<file path="src/hw/rtl/hcr_pkg.sv">
// shared constants, types and register codes for the height to color ramp
// no dependencies
package hcr_pkg;

    localparam int NUM_COLORS = 5;
    localparam int PAL_N      = 5;
    localparam int SEG_W      = $clog2(NUM_COLORS);
    localparam int SCALE_W    = 16 + SEG_W;
    localparam int PAL_IDX_W  = $clog2(PAL_N);
    localparam int CFG_ADDR_W = 3;
    localparam int CFG_DATA_W = 32;

    typedef enum logic [CFG_ADDR_W-1:0] {
        CFG_GAIN   = 3'd0,
        CFG_OFFSET = 3'd1,
        CFG_COLOR0 = 3'd2,
        CFG_COLOR1 = 3'd3,
        CFG_COLOR2 = 3'd4,
        CFG_COLOR3 = 3'd5,
        CFG_COLOR4 = 3'd6
    } t_cfg_reg;

    typedef struct packed {
        logic [7:0] red;
        logic [7:0] green;
        logic [7:0] blue;
    } t_color;

    localparam logic [31:0] GAIN_RESET   = 32'h0001_0000;
    localparam logic [31:0] OFFSET_RESET = 32'h0000_0000;

    localparam t_color PAL_RESET [PAL_N] = '{
        24'h000000, 24'h404040, 24'h808080, 24'hC0C0C0, 24'hFFFFFF
    };

endpackage

</file>
<file path="src/hw/rtl/hcr_mix.sv">
// per channel linear blend of two palette colors, rounded to nearest
// depends on hcr_pkg
module hcr_mix (
    input  hcr_pkg::t_color i_c0,
    input  hcr_pkg::t_color i_c1,
    input  logic [15:0]     i_w,
    output hcr_pkg::t_color o_color
);
    import hcr_pkg::*;

    function automatic logic [7:0] blend(input logic [7:0] a, input logic [7:0] b,
                                         input logic [15:0] w);
        logic [16:0] wa;
        logic [24:0] acc;
        wa  = 17'h10000 - {1'b0, w};
        acc = 25'(a) * 25'(wa) + 25'(b) * 25'(w) + 25'h8000;
        return acc[23:16];
    endfunction

    assign o_color.red   = blend(i_c0.red,   i_c1.red,   i_w);
    assign o_color.green = blend(i_c0.green, i_c1.green, i_w);
    assign o_color.blue  = blend(i_c0.blue,  i_c1.blue,  i_w);

endmodule

</file>
<file path="src/hw/rtl/height_to_color_ramp.sv">
// height to color ramp: four register stages (multiply, offset and clamp,
// segment select, blend); throughput one beat per cycle unless the output stalls;
// a stalled output holds every full stage, empty ones still fill
// reset is synchronous active low: clears stage valids, loads register defaults
// depends on hcr_pkg and hcr_mix
module height_to_color_ramp (
    input  logic                             i_clk,
    input  logic                             i_rst_n,
    input  logic                             i_cfg_we,
    input  logic [hcr_pkg::CFG_ADDR_W-1:0]   i_cfg_addr,
    input  logic [hcr_pkg::CFG_DATA_W-1:0]   i_cfg_data,
    input  logic                             s_axis_tvalid,
    output logic                             s_axis_tready,
    input  logic [15:0]                      s_axis_tdata,  // height
    input  logic                             s_axis_tlast,
    output logic                             m_axis_tvalid,
    input  logic                             m_axis_tready,
    output logic [23:0]                      m_axis_tdata,  // blue, green, red from msb down
    output logic                             m_axis_tlast
);
    import hcr_pkg::*;

    logic [31:0] r_gain;
    logic [31:0] r_offset;
    t_color      r_pal [PAL_N];

    logic [3:0]  r_vld;
    logic [3:0]  w_adv;
    logic [3:0]  r_last;

    logic signed [47:0] r1_prod;
    logic [15:0]        r2_pos;
    t_color             r3_c0;
    t_color             r3_c1;
    logic [15:0]        r3_w;
    t_color             r4_color;

    logic signed [48:0] n_prod;
    logic signed [32:0] n_sum;
    logic [15:0]        n_pos;
    logic [SCALE_W-1:0] n_scaled;
    logic [PAL_IDX_W-1:0] n_idx0;
    logic [PAL_IDX_W-1:0] n_idx1;
    t_color             n_color;

    // config registers
    always_ff @(posedge i_clk) begin
        if (!i_rst_n) begin
            r_gain   <= GAIN_RESET;
            r_offset <= OFFSET_RESET;
            for (int i = 0; i < PAL_N; i++) r_pal[i] <= PAL_RESET[i];
        end else if (i_cfg_we) begin
            priority if (i_cfg_addr == CFG_GAIN) begin
                r_gain <= i_cfg_data;
            end else if (i_cfg_addr == CFG_OFFSET) begin
                r_offset <= i_cfg_data;
            end else if (i_cfg_addr >= CFG_COLOR0 &&
                         i_cfg_addr < CFG_ADDR_W'(CFG_COLOR0 + PAL_N)) begin
                r_pal[PAL_IDX_W'(i_cfg_addr - CFG_COLOR0)] <= i_cfg_data[23:0];
            end else begin
                r_gain <= r_gain;
            end
        end
    end

    // stage handshake
    assign w_adv[3] = !r_vld[3] || m_axis_tready;
    assign w_adv[2] = !r_vld[2] || w_adv[3];
    assign w_adv[1] = !r_vld[1] || w_adv[2];
    assign w_adv[0] = !r_vld[0] || w_adv[1];
    assign s_axis_tready = w_adv[0];

    always_ff @(posedge i_clk) begin
        if (!i_rst_n) begin
            r_vld <= '0;
        end else begin
            if (w_adv[0]) r_vld[0] <= s_axis_tvalid;
            if (w_adv[1]) r_vld[1] <= r_vld[0];
            if (w_adv[2]) r_vld[2] <= r_vld[1];
            if (w_adv[3]) r_vld[3] <= r_vld[2];
        end
    end

    // stage datapath
    always_comb begin
        n_prod = $signed(s_axis_tdata) * $signed({1'b0, r_gain});
        n_sum  = $signed({r1_prod[47], r1_prod[47:16]}) + $signed({r_offset[31], r_offset});
        if (n_sum[32]) begin
            n_pos = '0;
        end else if (n_sum[31:16] != '0) begin
            n_pos = 16'hFFFF;
        end else begin
            n_pos = n_sum[15:0];
        end
        n_scaled = SCALE_W'(r2_pos) * SCALE_W'(NUM_COLORS - 1);
        n_idx0   = PAL_IDX_W'(n_scaled[SCALE_W-1:16]);
        n_idx1   = n_idx0 + PAL_IDX_W'(1);
    end

    hcr_mix u_mix (
        .i_c0    (r3_c0),
        .i_c1    (r3_c1),
        .i_w     (r3_w),
        .o_color (n_color)
    );

    always_ff @(posedge i_clk) begin
        if (w_adv[0]) begin
            r1_prod   <= n_prod[47:0];
            r_last[0] <= s_axis_tlast;
        end
        if (w_adv[1]) begin
            r2_pos    <= n_pos;
            r_last[1] <= r_last[0];
        end
        if (w_adv[2]) begin
            r3_c0     <= r_pal[n_idx0];
            r3_c1     <= r_pal[n_idx1];
            r3_w      <= n_scaled[15:0];
            r_last[2] <= r_last[1];
        end
        if (w_adv[3]) begin
            r4_color  <= n_color;
            r_last[3] <= r_last[2];
        end
    end

    assign m_axis_tvalid = r_vld[3];
    assign m_axis_tdata  = {r4_color.blue, r4_color.green, r4_color.red};
    assign m_axis_tlast  = r_last[3];

`ifndef SYNTHESIS
    a_accept_enters: assert property (@(posedge i_clk) disable iff (!i_rst_n)
        s_axis_tvalid && s_axis_tready |=> r_vld[0])
        else $error("accepted beat did not enter first stage");

    a_no_bubble_stall: assert property (@(posedge i_clk) disable iff (!i_rst_n)
        !s_axis_tready |-> (r_vld == 4'hF))
        else $error("input stalled while a stage is empty");

    a_seg_range: assert property (@(posedge i_clk) disable iff (!i_rst_n)
        r_vld[1] |-> (n_idx0 <= PAL_IDX_W'(NUM_COLORS - 2)))
        else $error("palette segment out of range");

    a_out_hold: assert property (@(posedge i_clk) disable iff (!i_rst_n)
        m_axis_tvalid && !m_axis_tready |=> m_axis_tvalid && $stable(m_axis_tdata))
        else $error("stalled output beat changed");
`endif

endmodule

</file>
<file path="config.mk">
export PLATFORM = sky130hd
export DESIGN_NAME = height_to_color_ramp
export DESIGN_NICKNAME = d
export VERILOG_FILES = /design/src/hw/rtl/hcr_pkg.sv /design/src/hw/rtl/hcr_mix.sv /design/src/hw/rtl/height_to_color_ramp.sv
export SDC_FILE = /design/constraint.sdc
export NUM_CORES = 2
export LEC_CHECK = 0
export ABC_AREA = 1
export BUFFER_PORTS_ARGS = -buffer_cell sky130_fd_sc_hd__buf_2
export CAP_MARGIN = 20
export CORE_ASPECT_RATIO = 0.5
export CORE_MARGIN = 2
export CORE_UTILIZATION = 67
export DETAILED_ROUTE_END_ITERATION = 12
export PLACE_DENSITY = 0.84
export SYNTH_ARGS = -nofsm -noshare
export SYNTH_HDL_FRONTEND = slang
export SYNTH_SLANG_ARGS = --single-unit
</file>
<file path="constraint.sdc">
create_clock -name i_clk -period 9.2 [get_ports i_clk]
set_input_delay 1.84 -clock i_clk [delete_from_list [all_inputs] [get_ports i_clk]]
set_output_delay 1.84 -clock i_clk [all_outputs]
set_load 0.005 [all_outputs]
</file>
==> results.yml <==
worst_setup_path:
  cp_data_arrival_time_ns: 8.89
  path_delay_family: "adder cells"
  worstPathRequired_ns: 9.56
  worstPathMaxFanout: 16
  timing.critical_path.to_type: "flop"
  setup.worst_path.class: "flop to flop"
  critical_path.slowest_cell: "sky130_fd_sc_hd__edfxtp_1"
  crit_buf_inv: 5
  crit_path_start_kind: "flop"
  worst_path_largest_cell_delay_ns: 0.74
  cp_common_cell: "sky130_fd_sc_hd__fa_1"
global_routing:
  gr-total-overflow: 0
  grt_use_met3_pct: 6.05
  grt_pass1_vias: 47800
  grt_usage_pct: 33.9
  number_of_antenna_violations_at_the_first_check_in_global_routing: 3
  maximum_number_of_pins_on_one_net_before_global_route_repair: 80
  grt_use_met1_pct: 43.9
  gr-max-usage-layer: "met2"
  groute.layer.met2.usage_pct: 57.6
  grt_first_pass_wirelength_microns: 243000
yosys:
  yosys-top-cells-count: "1791 x sky130_fd_sc_hd__inv_1, 1654 x sky130_fd_sc_hd__nand2_1, 925 x sky130_fd_sc_hd__fa_1, 589 x sky130_fd_sc_hd__nor2_1, 459 x sky130_fd_sc_hd__ha_1"
  synth_cell_type_count: 59
  synthesis.instances: 7260
  most_frequent_cell_after_synthesis: "sky130_fd_sc_hd__inv_1"
  synth_area_sq_mm: 0.0588
  synth.top_cell.area_share_pct: 31.5
  synthFlopType: "sky130_fd_sc_hd__edfxtp_1"
  synthTopCellsByArea: "sky130_fd_sc_hd__fa_1 32%, sky130_fd_sc_hd__edfxtp_1 17%, sky130_fd_sc_hd__inv_1 11%"
  synth-edff-count: 330
  syn-mean-instance-area_sq_um: 8.10
  yosysWarnings: 0
  async_reset_ff_share_pct: 0
  synth.ff_latch_count: 398
  synth_sequential_area_ratio_pct: 19.2
  synth_top_area_cell: "sky130_fd_sc_hd__fa_1"
timing:
  slew_at_the_pin_closest_to_its_max_slew_limit_ns: 1.07
  final_hold_viol_count: 0
  final.setup.tns_ns: 0
  fmax_mhz: 117
  setup_repair_after_global_routing_missed_its_margin: "false"
  layout_setup_ws_ns: 0.667
  fin_crit_ns: 8.53
  finalSetupViolations: 0
  maxSlewViolCount: 0
  finalCritPeriodShare_pct: 92.7
  clock-skew-final_ns: 0.0130
  worst_slew_margin_rel_pct: 28.4
route:
  detail_route.drc_violations: 0
  postRouteAntennaNets: 0
  drt_first_iter_violations: 4498
  routed_wire_length_per_instance_microns: 17.6
  routed-via-count: 46500
  detailedRoute.firstPassIterationCount: 5
  totalWireLength_microns: 148000
  vias_per_inst: 5.53
cts:
  cts_root_buf: "sky130_fd_sc_hd__clkbuf_16"
  clkLatencyLatePin_ns: 0.60
  cts-htree-levels: 2
  clkSinkCount: 398
  post_cts_hold_buffer_count: 0
  cts_post_setup_buffers_inserted: 0
  post_cts.resized_instances: 0
  cts_max_path_buffers: 3
  cts.clk_slew.worst_paths_ns: 0.06
  cts_made_buffers: 39
  clock_tree_from_tritoncts: "yes"
place:
  detailedPlace.worstSlack_ns: 0.774
  routabilityCongestion: 0.988
  hpwl_microns: 117000
  i_o_buffers: 83
die:
  die_h_microns: 213
  num_rows: 76
  top_level_ports: 84
  die_width_microns: 423
  die_area_sq_mm: 0.0902
  initial_utilization_pct: 68.0
  placeableCoreArea_sq_mm: 0.0864
cells_and_area:
  fraction_of_layout_instances_using_a_drive_strength_above_1_pct: 4.51
  filler_cell_count: 6510
  layout.nets: 8646
  syn_to_final_growth_pct: 4.48
flow_run:
  cap_violations: 0
run_status:
  status: "completed"
min_path:
  holdCritPathClass: "flop to flop"
## path summary, 6_finish.rpt
path,startpoint,endpoint,slack [ns],depth (start not counted)
worst max-delay path,r3_w[5],m_axis_tdata[5],0.67,31
worst min-delay path,r_last[1],r_last[2],0.42,0
worst min register to register,r_last[1],r_last[2],0.42,0
worst max register to register,r3_w[5],m_axis_tdata[5],0.67,31
## metrics by stage
step                      hold slack, ns  area (sq um)  util, %  instances
after floorplan                    0.400         59000        -       7331
after global placement             0.403         60100     69.6       8334
after detailed placement           0.406         60100     69.6       8334
after CTS                          0.420         61400     71.0       8405
after global routing               0.425         61400     71.0       8408
final                              0.418         61400     71.0       8408
## kinds of logic (layout without fill, tap and decap cells)
family / count (synthesis) / after routing / share of synthesized area [%]
xor gates and xnor gates: 124 / 124 / 1.85
and+or+nand+nor: 2538 / 2538 / 17.5
DFF: 398 / 398 / 19.2
buffers and inverters: 2120 / 2024 / 13.7
adders and majority gates: 1384 / 1384 / 41.3
AOI/OAI and AO/OA: 695 / 695 / 6.53
other: 1 / 75 / 0.00638
## metal layers
layer	share of wire, %	wire length [microns]
met1	39	57800
met5	0	0
met2	47	70000
met3	9.9	14700
met4	4.0	5910
## cells in the final DEF (no fill, tap or decap), types with 61 or more instances in the layout
cell type                  instances
sky130_fd_sc_hd__xor2_1           63
sky130_fd_sc_hd__nor2_1          589
sky130_fd_sc_hd__nand3_1          97
sky130_fd_sc_hd__fa_1            925
sky130_fd_sc_hd__inv_1          1790
sky130_fd_sc_hd__xnor2_1          61
sky130_fd_sc_hd__ha_1            458
sky130_fd_sc_hd__a21oi_1         265
sky130_fd_sc_hd__edfxtp_1        330
sky130_fd_sc_hd__conb_1           72
sky130_fd_sc_hd__o21ai_0         278
sky130_fd_sc_hd__buf_2            83
sky130_fd_sc_hd__dfxtp_1          68
sky130_fd_sc_hd__nand2_1        1654
## final cells by class
cell class | instances | area [sq um] | share of cell area [%]
multi-input combinational | 4813 | 39800 | 64.8
antenna | 3 | 7.51 | 0.0122
clock inverter | 20 | 238 | 0.387
tap | 1170 | 1460 | 2.38
sequential | 398 | 11300 | 18.4
inverter | 1817 | 6820 | 11.1
clock buffer | 51 | 1020 | 1.66
timing repair buffer | 136 | 813 | 1.32
## sequential cells by signal (all words and copies together) (netlist names), 14 cells and up
signal        count
r_offset         32
m_axis_tdata     24
r3_w             14
r2_pos           16
r1_prod          32
r3_c0            24
r_gain           32
r3_c1            24
r_pal           192
Power is left out: the tool's default activity adds up to more than one toggle a clock period on the data nets, which glitch-free logic cannot reach.
